--- src/rtl/srioe_pkg.sv ---
// Shared types, character codes and the frame character table for the relay I/O expander.
package srioe_pkg;

  localparam int MAX_CH      = 9;
  localparam int PIN_W       = 6;
  localparam int RELAY_OUT_W = 8;
  localparam int QDEPTH      = 2;

  localparam logic [7:0] CH_0 = 8'h30;
  localparam logic [7:0] CH_C = 8'h43;
  localparam logic [7:0] CH_D = 8'h44;
  localparam logic [7:0] CH_F = 8'h46;
  localparam logic [7:0] CH_G = 8'h47;
  localparam logic [7:0] CH_K = 8'h4B;

  // character positions within one report frame
  localparam logic [2:0] POS_HEAD0 = 3'd0;
  localparam logic [2:0] POS_HEAD1 = 3'd1;
  localparam logic [2:0] POS_ZERO0 = 3'd2;
  localparam logic [2:0] POS_CHAN  = 3'd3;
  localparam logic [2:0] POS_ZERO1 = 3'd4;
  localparam logic [2:0] POS_LEVEL = 3'd5;
  localparam logic [2:0] POS_TAILF = 3'd6;
  localparam logic [2:0] POS_TAILC = 3'd7;

  typedef struct packed {
    logic [MAX_CH-1:0]      mask;
    logic [MAX_CH-1:0]      levels;
    logic [RELAY_OUT_W-1:0] relays;
  } job_t;

  function automatic logic [7:0] frame_char(input logic [2:0] pos,
                                            input logic [7:0] chan,
                                            input logic       lvl);
    logic [7:0] c;
    case (pos)
      POS_HEAD0, POS_HEAD1, POS_TAILF: c = CH_F;
      POS_ZERO0, POS_ZERO1:            c = CH_0;
      POS_CHAN:                        c = chan;
      POS_LEVEL:                       c = CH_0 | {7'd0, lvl};
      POS_TAILC:                       c = CH_C;
      default:                         c = CH_0;
    endcase
    return c;
  endfunction

endpackage

--- src/rtl/srioe_front.sv ---
// Front end: command pairing, relay store and sample tracking; builds one report job per item.
module srioe_front import srioe_pkg::*; #(
  parameter int NUM_INPUTS = 6,
  parameter int NUM_RELAYS = 8
) (
  input  logic             clk,
  input  logic             rst_n,
  input  logic             take,
  input  logic             in_mode,
  input  logic [7:0]       in_rx_byte,
  input  logic [PIN_W-1:0] in_pin_levels,
  output job_t             job
);

  logic                  second_r, second_nxt;
  logic [7:0]            held_r, held_nxt;
  logic [NUM_RELAYS-1:0] relay_r, relay_nxt;
  logic                  seen_r, seen_nxt;
  logic [NUM_INPUTS-1:0] prev_r, prev_nxt;
  logic [NUM_INPUTS-1:0] rep_r, rep_nxt;

  logic [NUM_RELAYS-1:0] sel;
  logic [MAX_CH-1:0]     pins_ext;
  logic [NUM_INPUTS-1:0] pins;
  logic [NUM_INPUTS-1:0] mask;
  logic [NUM_INPUTS-1:0] levels;
  logic [MAX_CH-1:0]     relay_ext;

  assign pins_ext = {{(MAX_CH-PIN_W){1'b0}}, in_pin_levels};
  assign pins     = pins_ext[NUM_INPUTS-1:0];

  // one-hot relay select from the digit '1'..'0'+NUM_RELAYS
  always_comb begin
    for (int i = 0; i < NUM_RELAYS; i++) begin
      sel[i] = (in_rx_byte == 8'(int'(CH_0) + 1 + i));
    end
  end

  always_comb begin
    second_nxt = second_r;
    held_nxt   = held_r;
    relay_nxt  = relay_r;
    seen_nxt   = seen_r;
    prev_nxt   = prev_r;
    rep_nxt    = rep_r;
    mask       = '0;
    levels     = '0;
    if (!in_mode) begin
      if (!second_r) begin
        held_nxt   = in_rx_byte;
        second_nxt = 1'b1;
      end else begin
        second_nxt = 1'b0;
        if ((held_r == CH_K || held_r == CH_G) && (|sel)) begin
          if (held_r == CH_K) begin
            relay_nxt = relay_r & ~sel;
          end else begin
            relay_nxt = relay_r | sel;
          end
        end else if (held_r == CH_C && in_rx_byte == CH_D) begin
          mask   = '1;
          levels = prev_r;
        end
      end
    end else begin
      if (!seen_r) begin
        seen_nxt = 1'b1;
      end else if (pins != prev_r) begin
        // every input that differs from its reported level gets a frame
        mask    = pins ^ rep_r;
        levels  = pins;
        rep_nxt = pins;
      end
      prev_nxt = pins;
    end
  end

  assign relay_ext  = MAX_CH'(relay_nxt);
  assign job.mask   = MAX_CH'(mask);
  assign job.levels = MAX_CH'(levels);
  assign job.relays = relay_ext[RELAY_OUT_W-1:0];

  always_ff @(posedge clk) begin
    if (!rst_n) begin
      second_r <= 1'b0;
      held_r   <= '0;
      relay_r  <= '1;
      seen_r   <= 1'b0;
      prev_r   <= '0;
      rep_r    <= '1;
    end else if (take) begin
      second_r <= second_nxt;
      held_r   <= held_nxt;
      relay_r  <= relay_nxt;
      seen_r   <= seen_nxt;
      prev_r   <= prev_nxt;
      rep_r    <= rep_nxt;
    end
  end

endmodule

--- src/rtl/srioe_fifo.sv ---
// Short job queue between the front and back ends.
module srioe_fifo import srioe_pkg::*; (
  input  logic clk,
  input  logic rst_n,
  input  logic push,
  input  job_t push_job,
  output logic full,
  input  logic pop,
  output logic not_empty,
  output job_t pop_job
);

  localparam int PTR_W = (QDEPTH > 1) ? $clog2(QDEPTH) : 1;
  localparam int CNT_W = $clog2(QDEPTH + 1);

  job_t             q_r [QDEPTH];
  logic [PTR_W-1:0] wr_ptr_r;
  logic [PTR_W-1:0] rd_ptr_r;
  logic [CNT_W-1:0] cnt_r;

  assign full      = (cnt_r == CNT_W'(QDEPTH));
  assign not_empty = (cnt_r != '0);
  assign pop_job   = q_r[rd_ptr_r];

  always_ff @(posedge clk) begin
    if (push) begin
      q_r[wr_ptr_r] <= push_job;
    end
  end

  always_ff @(posedge clk) begin
    if (!rst_n) begin
      wr_ptr_r <= '0;
      rd_ptr_r <= '0;
      cnt_r    <= '0;
    end else begin
      if (push) begin
        wr_ptr_r <= (wr_ptr_r == PTR_W'(QDEPTH - 1)) ? '0 : wr_ptr_r + 1'b1;
      end
      if (pop) begin
        rd_ptr_r <= (rd_ptr_r == PTR_W'(QDEPTH - 1)) ? '0 : rd_ptr_r + 1'b1;
      end
      if (push && !pop) begin
        cnt_r <= cnt_r + 1'b1;
      end else if (pop && !push) begin
        cnt_r <= cnt_r - 1'b1;
      end
    end
  end

endmodule

--- src/rtl/srioe_back.sv ---
// Back end: walks a job's channel mask and streams report frames into the output register.
module srioe_back import srioe_pkg::*; (
  input  logic                   clk,
  input  logic                   rst_n,
  input  logic                   job_valid,
  input  job_t                   job,
  output logic                   pop,
  output logic                   out_valid,
  input  logic                   out_stall,
  output logic                   out_tx_valid,
  output logic [7:0]             out_tx_byte,
  output logic                   out_tx_last,
  output logic [RELAY_OUT_W-1:0] out_relay_levels
);

  localparam int IDX_W = $clog2(MAX_CH);

  logic                   busy_r;
  logic [MAX_CH-1:0]      rem_r;
  logic [MAX_CH-1:0]      lvl_r;
  logic [RELAY_OUT_W-1:0] relays_r;
  logic [2:0]             pos_r;

  logic                   out_valid_r;
  logic                   out_tx_valid_r;
  logic [7:0]             out_tx_byte_r;
  logic                   out_tx_last_r;
  logic [RELAY_OUT_W-1:0] out_relay_r;

  logic [MAX_CH-1:0] low;
  logic [MAX_CH-1:0] rest;
  logic [IDX_W-1:0]  cidx;
  logic [7:0]        chan;
  logic              lvl;
  logic              has_frame;
  logic              advance;
  logic              is_last;

  assign low       = rem_r & (~rem_r + 1'b1);
  assign rest      = rem_r & ~low;
  assign has_frame = |rem_r;
  assign lvl       = |(low & lvl_r);

  always_comb begin
    cidx = '0;
    for (int i = MAX_CH - 1; i >= 0; i--) begin
      if (rem_r[i]) begin
        cidx = IDX_W'(i);
      end
    end
  end

  assign chan    = CH_0 + 8'(cidx) + 8'd1;
  assign advance = busy_r && (!out_valid_r || !out_stall);
  // a job with no frames gives a single empty beat
  assign is_last = !has_frame || (pos_r == POS_TAILC && rest == '0);
  assign pop     = job_valid && (!busy_r || (advance && is_last));

  always_ff @(posedge clk) begin
    if (!rst_n) begin
      busy_r      <= 1'b0;
      out_valid_r <= 1'b0;
    end else begin
      if (advance) begin
        out_valid_r <= 1'b1;
      end else if (out_valid_r && !out_stall) begin
        out_valid_r <= 1'b0;
      end
      if (pop) begin
        busy_r <= 1'b1;
      end else if (advance && is_last) begin
        busy_r <= 1'b0;
      end
    end
  end

  always_ff @(posedge clk) begin
    if (advance) begin
      out_tx_valid_r <= has_frame;
      out_tx_byte_r  <= has_frame ? frame_char(pos_r, chan, lvl) : 8'd0;
      out_tx_last_r  <= is_last;
      out_relay_r    <= relays_r;
      pos_r          <= pos_r + 3'd1;
      if (pos_r == POS_TAILC) begin
        rem_r <= rest;
      end
    end
    if (pop) begin
      rem_r    <= job.mask;
      lvl_r    <= job.levels;
      relays_r <= job.relays;
      pos_r    <= POS_HEAD0;
    end
  end

  assign out_valid        = out_valid_r;
  assign out_tx_valid     = out_tx_valid_r;
  assign out_tx_byte      = out_tx_byte_r;
  assign out_tx_last      = out_tx_last_r;
  assign out_relay_levels = out_relay_r;

endmodule

--- src/rtl/serial_relay_io_expander.sv ---
// Top level of the serially commanded relay I/O expander.
// Serial bytes pair into command and argument ('K'/'G' with a digit clear/set a relay,
// 'C' 'D' dumps all inputs); pin samples report changed inputs as 8-character frames
// F F 0 <channel> 0 <level> F C. An item is taken whenever the two-entry job
// queue has room, so the front end runs ahead of the output. The back end sends one
// character per output beat: an item costs one 8-character frame per reported input (up
// to NUM_INPUTS frames) or its single empty beat, and that character count sets the
// sustained throughput. Every item ends with a beat marked out_tx_last; out_relay_levels
// carries the relay state after the item on every beat it produces.
module serial_relay_io_expander import srioe_pkg::*; #(
  parameter int NUM_INPUTS = 6,
  parameter int NUM_RELAYS = 8
) (
  input  logic                   clk,
  input  logic                   rst_n,
  input  logic                   in_valid,
  output logic                   in_stall,
  input  logic                   in_mode,
  input  logic [7:0]             in_rx_byte,
  input  logic [PIN_W-1:0]       in_pin_levels,
  output logic                   out_valid,
  input  logic                   out_stall,
  output logic                   out_tx_valid,
  output logic [7:0]             out_tx_byte,
  output logic                   out_tx_last,
  output logic [RELAY_OUT_W-1:0] out_relay_levels
);

  logic take;
  logic q_full;
  logic q_not_empty;
  logic q_pop;
  job_t front_job;
  job_t q_job;

  assign in_stall = q_full;
  assign take     = in_valid && !in_stall;

  srioe_front #(
    .NUM_INPUTS (NUM_INPUTS),
    .NUM_RELAYS (NUM_RELAYS)
  ) u_front (
    .clk           (clk),
    .rst_n         (rst_n),
    .take          (take),
    .in_mode       (in_mode),
    .in_rx_byte    (in_rx_byte),
    .in_pin_levels (in_pin_levels),
    .job           (front_job)
  );

  srioe_fifo u_fifo (
    .clk       (clk),
    .rst_n     (rst_n),
    .push      (take),
    .push_job  (front_job),
    .full      (q_full),
    .pop       (q_pop),
    .not_empty (q_not_empty),
    .pop_job   (q_job)
  );

  srioe_back u_back (
    .clk              (clk),
    .rst_n            (rst_n),
    .job_valid        (q_not_empty),
    .job              (q_job),
    .pop              (q_pop),
    .out_valid        (out_valid),
    .out_stall        (out_stall),
    .out_tx_valid     (out_tx_valid),
    .out_tx_byte      (out_tx_byte),
    .out_tx_last      (out_tx_last),
    .out_relay_levels (out_relay_levels)
  );

  // an empty beat is always the only beat of its item, and carries a zero byte
  a_empty_beat: assert property (@(posedge clk) disable iff (!rst_n)
    out_valid && !out_tx_valid |-> out_tx_last && out_tx_byte == 8'd0)
    else $error("empty beat not last or byte not zero");

  // the last character of an item with frames closes a frame
  a_last_closes_frame: assert property (@(posedge clk) disable iff (!rst_n)
    out_valid && out_tx_valid && out_tx_last |-> out_tx_byte == CH_C)
    else $error("item ended mid-frame");

  // relay levels stay put across the beats of one item
  a_relays_hold: assert property (@(posedge clk) disable iff (!rst_n)
    out_valid && !out_stall && !out_tx_last |=> $stable(out_relay_levels))
    else $error("relay levels changed within an item");

endmodule

--- config.mk ---
export PLATFORM = sky130hd
export DESIGN_NAME = serial_relay_io_expander
export DESIGN_NICKNAME = d
export VERILOG_FILES = /design/src/rtl/srioe_pkg.sv /design/src/rtl/srioe_front.sv /design/src/rtl/srioe_fifo.sv /design/src/rtl/srioe_back.sv /design/src/rtl/serial_relay_io_expander.sv
export SDC_FILE = /design/constraint.sdc
export NUM_CORES = 1
export LEC_CHECK = 0
export ABC_AREA = 0
export BUFFER_PORTS_ARGS = -buffer_cell sky130_fd_sc_hd__buf_2
export CAP_MARGIN = 20
export CELL_PAD_IN_SITES_DETAIL_PLACEMENT = 1
export CELL_PAD_IN_SITES_GLOBAL_PLACEMENT = 2
export CORE_MARGIN = 1.5
export CORE_UTILIZATION = 42
export CTS_CLUSTER_DIAMETER = 200
export DETAILED_ROUTE_END_ITERATION = 10
export GPL_TIMING_DRIVEN = 0
export PLACE_DENSITY_LB_ADDON = 0.1
export SLEW_MARGIN = 15
export SYNTH_ARGS = -nofsm -noshare
export SYNTH_HDL_FRONTEND = slang
export SYNTH_SLANG_ARGS = --single-unit
--- constraint.sdc ---
create_clock -name clk -period 3.8 [get_ports clk]
set_clock_uncertainty 0.2 [all_clocks]
set_input_delay 0.76 -clock clk [delete_from_list [all_inputs] [get_ports clk]]
set_output_delay 0.76 -clock clk [all_outputs]
set_load 0.005 [all_outputs]
# ---- Word-level counts from Yosys, hierarchy flattened
# Memories as Yosys holds them, arrays and structs flattened. A register that Yosys moved wholly into a read port is not among the register bits.
# Cells that the tools add are included.
dict set report op_classes {
  bitwise_logic 11
  mux 42
  n_eq_ne 21
  addsub 8
  n_reduce_logical 39
}
# cell n
set ops {}
lappend ops {{$mux 6} 12}
lappend ops {{$eq 8x6->1 const B} 8}
lappend ops {{$pmux 8 s5} 1}
lappend ops {{$mux 4} 9}
lappend ops {{$eq 8x7->1 const B} 4}
lappend ops {{$mux 8} 4}
lappend ops {{$and 9x9->9} 3}
lappend ops {{$mux 9} 3}
lappend ops {{$not 9->9} 2}
lappend ops {{$reduce_or 9->1} 2}
lappend ops {{$eq 3x3->1 const B} 4}
lappend ops {{$reduce_bool 2->1} 6}
lappend ops {{$mux 1} 11}
lappend ops {{$logic_and 1x1->1} 10}
lappend ops {{$add 9x1->9 const B} 1}
lappend ops {{$logic_not 9->1} 1}
lappend ops {{$add 8x1->8 const B} 1}
lappend ops {{$and 8x8->8} 1}
lappend ops {{$not 8->8} 1}
lappend ops {{$or 8x8->8} 1}
lappend ops {{$reduce_or 8->1} 1}
lappend ops {{$add 6x4->7 const A} 1}
lappend ops {{$logic_not 1->1} 7}
lappend ops {{$eq 3x2->1 const B} 2}
lappend ops {{17 further kinds} 25}
dict set report word_totals {
  reg_bits 83
  input_bits 19
  mem_bits_rw 40
  output_inout_bits 20
  n_memories 1
  wordCells 141
}
# memory words word_bits read_ports rd_clocked_by_memory_dff wr line
set memory_table {}
lappend memory_table {u_fifo.q_r 2 20 1 1 1 srioe_fifo.sv:16} ;# job_t q_r [QDEPTH];

# ---- Longest topological paths before layout
# Gate-level depths: netlist of the first run.
dict set report depth {
  word_depth 14
  mapped_depth 10
  depth_no_buf 10
}

# ---- Modules after synthesis
# A second synthesis of the first run with hierarchy kept.
dict set report hier_totals {
  hier_cells 481
  hier_area_um2 6049.6
}
# module cells_per_inst area_per_inst_um2 seq_area_each_um2 instances
set by_module_without_submodules {}
lappend by_module_without_submodules {srioe_back 177 2203.4 1391.3 1}
lappend by_module_without_submodules {srioe_fifo 103 2103.3 1661.6 1}
lappend by_module_without_submodules {srioe_front 200 1729.2 600.6 1}
lappend by_module_without_submodules {serial_relay_io_expander 1 13.8 0.0 1}

# ---- Worst setup path after synthesis of the first run
# No wires, ideal clock.
dict set report synth_timing {
  kind {reg-to-reg}
  from {register u_back.rem_r[2]}
  to {register u_fifo.cnt_r[1]}
  stages_incl_launch_ff 10
  required_time_ns 3.524
  synth_period_minus_slack_ns 2.966
  slack_ns 0.834
  setup_time_ns 0.076
  path_buffers 2
  t_arrival_ns 2.690
  path_cell_list {edfxtp_1 buf_6 or4_4 buf_6 a2111o_1 a21oi_4 a31oi_4 ha_1 or3_1 a21boi_0}
}
dict set report synth_via {
  elab_chain_cells 14
  elab_cells_between_ends 18
  classes_between {add/sub (1); mux (1); bitwise (4); reduce/logical (12)}
}
# element line
set synth_rtl {}
lappend synth_rtl {{from (decl)} srioe_back.sv:19} ;# logic [MAX_CH-1:0] rem_r;
lappend synth_rtl {{from (signal assigned)} srioe_back.sv:85} ;# rem_r <= rest;
lappend synth_rtl {{from (signal assigned)} srioe_back.sv:89} ;# rem_r <= job.mask;
lappend synth_rtl {{$not 9->9} srioe_back.sv:39} ;# assign low = rem_r & (~rem_r + 1'b1);
lappend synth_rtl {{$add 9x1->9} srioe_back.sv:39}
lappend synth_rtl {{$and 9x9->9} srioe_back.sv:39}
lappend synth_rtl {{$not 9->9} srioe_back.sv:40} ;# assign rest = rem_r & ~low;
lappend synth_rtl {{$and 9x9->9} srioe_back.sv:40}
lappend synth_rtl {{$logic_not 9->1} srioe_back.sv:56} ;# assign is_last = !has_frame || (pos_r == POS_TAILC && rest == '0);
lappend synth_rtl {{$logic_and 1x1->1} srioe_back.sv:56}
lappend synth_rtl {{$logic_or 1x1->1 *} srioe_back.sv:56}
lappend synth_rtl {{$logic_and 1x1->1 *} srioe_back.sv:57} ;# assign pop = job_valid && (!busy_r || (advance && is_last));
lappend synth_rtl {{$logic_or 1x1->1 *} srioe_back.sv:57}
lappend synth_rtl {{$logic_and 1x1->1 *} srioe_back.sv:57}
lappend synth_rtl {{$logic_not 1->1} srioe_fifo.sv:43} ;# if (push && !pop) begin
lappend synth_rtl {{$logic_and 1x1->1} srioe_fifo.sv:43}
lappend synth_rtl {{$mux 2 / $reduce_bool 2->1 (equally long branches)} n/a}
lappend synth_rtl {{to (signal assigned)} srioe_fifo.sv:44} ;# cnt_r <= cnt_r + 1'b1;
lappend synth_rtl {{to (signal assigned)} srioe_fifo.sv:46} ;# cnt_r <= cnt_r - 1'b1;
lappend synth_rtl {{to (decl)} srioe_fifo.sv:19} ;# logic [CNT_W-1:0] cnt_r;
# Every way passes the cells marked *; elsewhere a longest branch is shown, timed or not.
# A chain may end at the register's enable or synchronous reset.

# ---- Final worst setup path of the first run
# Same ends and word-level chain as after synthesis.

==> results.ini, run 1 <==
[cts]
cts.htree.levels = 4
clk_pin_slew_worst_paths_ps = 60
post_cts_buffers = 0
cts_buffer_depth = 2
clk_latency_ps = 420
cts_sinks = 120
tritoncts = done
clk_root_buffer_cell = clkbuf_16
numCtsBuffers = 17
ctsResizeCount = 0
hold_buffers = 0

[grt]
grt_pass1_wl_um = 17600
grt_usage = 0.173
antenna_found_initial = 0
overflow = 0
grt_max_degree = 23
first_global_vias = 3471

[critical_path]
cp_top_family = compound AO/OA/AOI/OAI gates
cp_slowest_cell = or4_4
worst-path-buf-inv = 2
cpPeakStageDelay_ps = 530
cp_num_cells = 9
critPathLaunchType = flop
worstPathRequired_ps = 3940
crit_fanout = 10
critical_path_arrival_ps = 3350
crit_type = flop to flop
cpMostUsedCell = buf_6
crit_path_cell_trace = buf_6, or4_4, buf_6, a2111o_1, a21oi_4, a31oi_4, ha_1, or3_1, a21boi_0
reg2reg_depth = 9
endpoint_kind = flop

[layout]
syn_to_final_growth_pct = 19.9
final_nets = 520
multi_input_area_um2 = 2030
register_area_um2 = 3200
nFillCells = 1350
final_common_cell = edfxtp_1
drive_gt1_frac = 0.231
final_cell_mix = edfxtp_1 (80), nand2_1 (40), dfxtp_1 (40), mux2i_1 (38), buf_2 (37)
antenna_cells = 0

[timing]
fin_tns_setup_ps = 0
worst_pin_slew_ps = 730
relSlewSlack = 0.509
timing_hold_violations_final = 0
maxSlewViolCount = 0
max_freq_mhz = 312
rsz0062_at_grt = no
min_period_over_period = 0.844
worst_slack_ps = 593
setup_viol = 0
finalCriticalPeriod_ps = 3210

[hold_path]
hold-path-cell-count = 0
min_path_type = flop to flop

[floorplanning]
initial_core_util = 0.429
die_h_um = 117
die_w_um = 117
rows = 41
ios = 39
fp.dieArea_um2 = 13600
core-area_um2 = 12600

[power]
vdd_drop_max_mv = 0.264
cellLeakagePower_nw = 2.21
p_per_area_nw_per_um2 = 720

[routing]
avgRoutedWirePerCell_um = 15.7
drt_pass1_iterations = 3
drc = 0
wl_um = 10700
routed_via_density = 5.05
ant_nets = 0
drtIter0Drc = 128
num_vias = 3423

[placement]
io_buffers = 37
routabilityCongestion = 0.720
hpwl_um = 7730
pre_cts_slack_ps = 598

[synthesis]
synthArstFlopShare = 0
syn_nets = 461
synth_warnings = 0
synth_edf_count = 80
syn_area_um2 = 5420
synth_ff_type = edfxtp_1
synth_seq_cells = 120
ys_seq_area_frac = 0.591
postSynthAreaPerCell_um2 = 12.5
synth_cells = 434
yosysUniqueCellTypes = 64

[run_status]
status = finished, final reports clean

[run]
drv_cap = 0

[path summary, 6_finish.rpt]
path / startpoint / end / slack, ps
worst max register to register: u_back.rem_r[2] / u_fifo.cnt_r[1] / 590
worst min register to register: u_back.relays_r[2] / u_back.out_relay_levels[2] / 220
worst min-delay path: u_back.relays_r[2] / u_back.out_relay_levels[2] / 220
worst max-delay path: u_back.rem_r[2] / u_fifo.cnt_r[1] / 590
[through the flow]
stage	total power [mW]	hold slack, ps	cell area (µm²)	utilization	std cells
2_1_floorplan	2.68	200	5420	-	434
3_3_place_gp	2.95	202	5820	0.461	643
3_5_place_dp	3.03	206	5870	0.465	646
4_1_cts	4.73	220	6490	0.515	678
5_1_grt	4.94	226	6490	0.515	678
6_report	4.67	218	6490	0.515	678
[registers in the layout (all words and copies together), names as in the netlist, 2 cells and up, named ones only]
register                 cells
u_front.prev_r               6
u_back.rem_r                 9
u_front.rep_r                6
u_back.pos_r                 3
u_back.lvl_r                 6
u_front.relay_r              8
u_fifo.q_r                  40
u_back.relays_r              8
u_front.held_r               8
u_fifo.cnt_r                 2
u_back.out_tx_byte           7
u_back.out_relay_levels      8
[cells in the mapped netlist, types with 4 or more instances]
library cell,count,area [µm²]
edfxtp_1,80,2400
dfxtp_1,40,801
nand2_1,40,150
mux2i_1,38,380
nor2_1,31,116
mux2_2,19,214
nor2b_1,16,100
inv_1,14,52.6
o21ai_0,13,65.1
clkbuf_1,11,41.3
xnor2_1,10,87.6
a21oi_1,9,45.0
nor3_1,9,45.0
ha_1,8,100
nor4_1,8,50.1
xor2_1,7,61.3
a22o_1,6,52.6
buf_6,5,56.3
a21boi_0,4,30.0
nand3_1,4,20.0
[cell families (layout without fill, tap and decap cells)]
group,after synthesis,in the layout,synth area share
and+or+nand+nor,135,135,0.129
DFF,120,120,0.591
AOI/OAI and AO/OA,60,60,0.0861
muxes,57,57,0.110
buffers and inverters,35,107,0.0353
xor gates and xnor gates,17,17,0.0275
adders and majority gates,9,9,0.0203
other,1,1,0.000692
[routing by layer]
metal / share of wire / track usage / vias up
met5: 0 / 0 / -
met4: 0.015 / 0.0723 / 0
met3: 0.024 / 0.0451 / 12
met2: 0.48 / 0.279 / 48
met1: 0.48 / 0.221 / 1646
li1: - / - / 1717
[cell type report]
cell class / count / share of cell area
well taps: 172 / 0.0331
inverters: 15 / 0.00944
plain buffers: 20 / 0.0200
flip-flops and latches: 120 / 0.493
clock inverters: 15 / 0.0308
multi-input cells: 279 / 0.313
repair buffers: 40 / 0.0349
clock buffers: 17 / 0.0655
[power breakdown]
part           internal [mW]  leakage [nW]  switching [mW]
clock                   1.10         0.287           0.593
combinational          0.480         0.943           0.667
sequential              1.71         0.985           0.130
total                   3.28          2.21            1.39
Note: power is estimated with default switching activity, not from simulation.
==> run 2, diff against run 1 <==
- clock period: 3.8 -> 3.2 ns (I/O delays scaled with it)
==> run 2 against run 1 <==
Hold slack hardly changed. Sequential power is 19% higher. First-iteration DRC count is 23% lower. Combinational power is 23% higher. Core utilization is 0.43 points higher. Non-clock buffer count is 4 higher. Critical path depth is 1 higher. Largest cell class unchanged.
==> results.ini, run 2 (synthesis results as in run 1) <==
[routing]
drc = 0  ; unchanged
routed_via_density = 5.06  ; +0.17%
ant_nets = 0  ; unchanged
avgRoutedWirePerCell_um = 15.8  ; +0.16%
wl_um = 10700  ; +0.75%
drt_pass1_iterations = 4  ; +1
drtIter0Drc = 99  ; -23%
num_vias = 3449  ; +0.76%

[floorplanning]
die_h_um = 117  ; unchanged
rows = 41  ; unchanged
initial_core_util = 0.429  ; unchanged
ios = 39  ; unchanged
die_w_um = 117  ; unchanged
core-area_um2 = 12600  ; unchanged
fp.dieArea_um2 = 13600  ; unchanged

[power]
p_per_area_nw_per_um2 = 858  ; +19%
cellLeakagePower_nw = 2.25  ; +1.6%
vdd_drop_max_mv = 0.313  ; +19%

[layout]
final_cell_mix = edfxtp_1 (80), nand2_1 (40), dfxtp_1 (40), mux2i_1 (38), buf_2 (37)
largest_reg_flops = 40  ; unchanged
syn_to_final_growth_pct = 20.9
top_register = u_fifo.q_r
largestRegisters = u_fifo.q_r (40), u_back.rem_r (9)
final_common_cell = edfxtp_1
final_nets = 524  ; +0.77%
antenna_cells = 0  ; unchanged
drive_gt1_frac = 0.239  ; +0.00799

[timing]
setup_viol = 0  ; unchanged
max_freq_mhz = 325  ; +4.2%
worst_slack_ps = 121  ; -472 ps
worst_pin_slew_ps = 733  ; +2.70 ps
timing_hold_violations_final = 0  ; unchanged
maxSlewViolCount = 0  ; unchanged
holdWs_ps = 218  ; -0.00200 ps
min_period_over_period = 0.962  ; +0.118
finalCriticalPeriod_ps = 3080  ; -128 ps
relSlewSlack = 0.508  ; -0.00181
rsz0062_at_grt = no

[critical_path]
critPathLaunchType = flop
worstReg2RegStart = u_back.rem_r[2]
critical_path_arrival_ps = 3220  ; -130 ps
worstPathRequired_ps = 3340  ; -600 ps
reg2reg_depth = 10  ; +1
reg2reg_setup_slack_ps = 120  ; -470 ps
reg2reg_to = u_fifo.cnt_r[1]
crit_type = flop to flop
startpoint = u_back.rem_r[2]
crit_fanout = 10  ; unchanged
crit_end = u_fifo.cnt_r[1]
endpoint_kind = flop

[cts]
tritoncts = done
clk_latency_ps = 420  ; about the same
cts_sinks = 120  ; unchanged
clk_pin_slew_worst_paths_ps = 60  ; about the same
clk_root_buffer_cell = clkbuf_16
cts.htree.levels = 4  ; unchanged
cts_buffer_depth = 2  ; unchanged
numCtsBuffers = 17  ; unchanged

[grt]
use_met2 = 0.279  ; unchanged
grt_usage = 0.173  ; +0.000334
grt_use_met1 = 0.222  ; +0.00100
antenna_found_initial = 0  ; unchanged
busiest_layer = met2
overflow = 0  ; unchanged
grt_max_degree = 23  ; unchanged
first_global_vias = 3478  ; +0.20%
grt_pass1_wl_um = 17700  ; +0.24%
grt_use_met3 = 0.0451  ; unchanged

[run_status]
status = finished, final reports clean

[run]
drv_cap = 0  ; unchanged

[hold_path]
hold-path-cell-count = 0  ; unchanged
min_path_type = flop to flop
hp-start = u_back.relays_r[2]

[placement]
routabilityCongestion = 0.720  ; unchanged
pre_cts_slack_ps = -2.25  ; -600 ps
io_buffers = 37  ; unchanged
hpwl_um = 7730  ; unchanged

[run 2: cell count changes in the layout (fill, tap and decap cells not counted), sizes merged]
cell | before | now
buf | 48 | 52
[run 2: layout make-up]
type                            instances  area (µm²)
Buffer                                 20         130
Clock buffer                           17         425
Clock inverter                         15         200
Fill cell                            1349        6070
Inverter                               15        61.3
Multi-Input combinational cell        279        2060
Sequential cell                       120        3200
Tap cell                              172         215
Timing Repair Buffer                   44         256
[run 2: critical path, cell delays in order (launching register included)]
cell and delay (ps):
edfxtp_1 390, buf_6 160, or4_4 530, buf_6 150
a2111o_1 380, a21oi_4 210, a31oi_4 170, ha_4 200
xor2_1 140, or3_1 310, a21boi_0 170
[run 2: routing by layer]
| layer | share of wire | vias to the layer above | routed length [µm] |
|---|---|---|---|
| met4 | 0.015 | 0 | 159 |
| met1 | 0.48 | 1663 | 5200 |
| met5 | 0 | - | 0 |
| met3 | 0.024 | 12 | 261 |
| li1 | - | 1726 | - |
| met2 | 0.48 | 48 | 5130 |
[run 2: what timing repair did]
item | in CTS | in global routing
hold buffers | 0 | 0
setup buffers | 1 | 3
setup endpoints to repair | 1 | 1
resized for setup | 1 | 1
pin swaps | 2 | 1
[run 2: how the worst min path moves through the flow]
stage | end | slack, ps
finish | u_back.out_relay_levels[2] | 220
global route | u_back.out_relay_levels[2] | 230
CTS | u_back.out_relay_levels[2] | 220
detailed placement | u_back.out_relay_levels[2] | 210
global placement | u_back.out_relay_levels[1] | 200
floorplan | u_back.out_relay_levels[0] | 200
[run 2: per-stage QoR]
stage                      util  instance area, µm²  total power [mW]  cells  TNS, ps
after floorplan               -                5420              3.18    434        0
after global placement    0.461                5820              3.50    643    -2110
after detailed placement  0.465                5870              3.59    646    -2.25
after CTS                 0.516                6510              5.64    679        0
after global routing      0.519                6550              5.94    682        0
final                     0.519                6550              5.62    682        0
[run 2: power by group]
group,internal (mW),switching [mW]
Combinational,0.615,0.810
Sequential,2.03,0.157
Clock,1.30,0.707
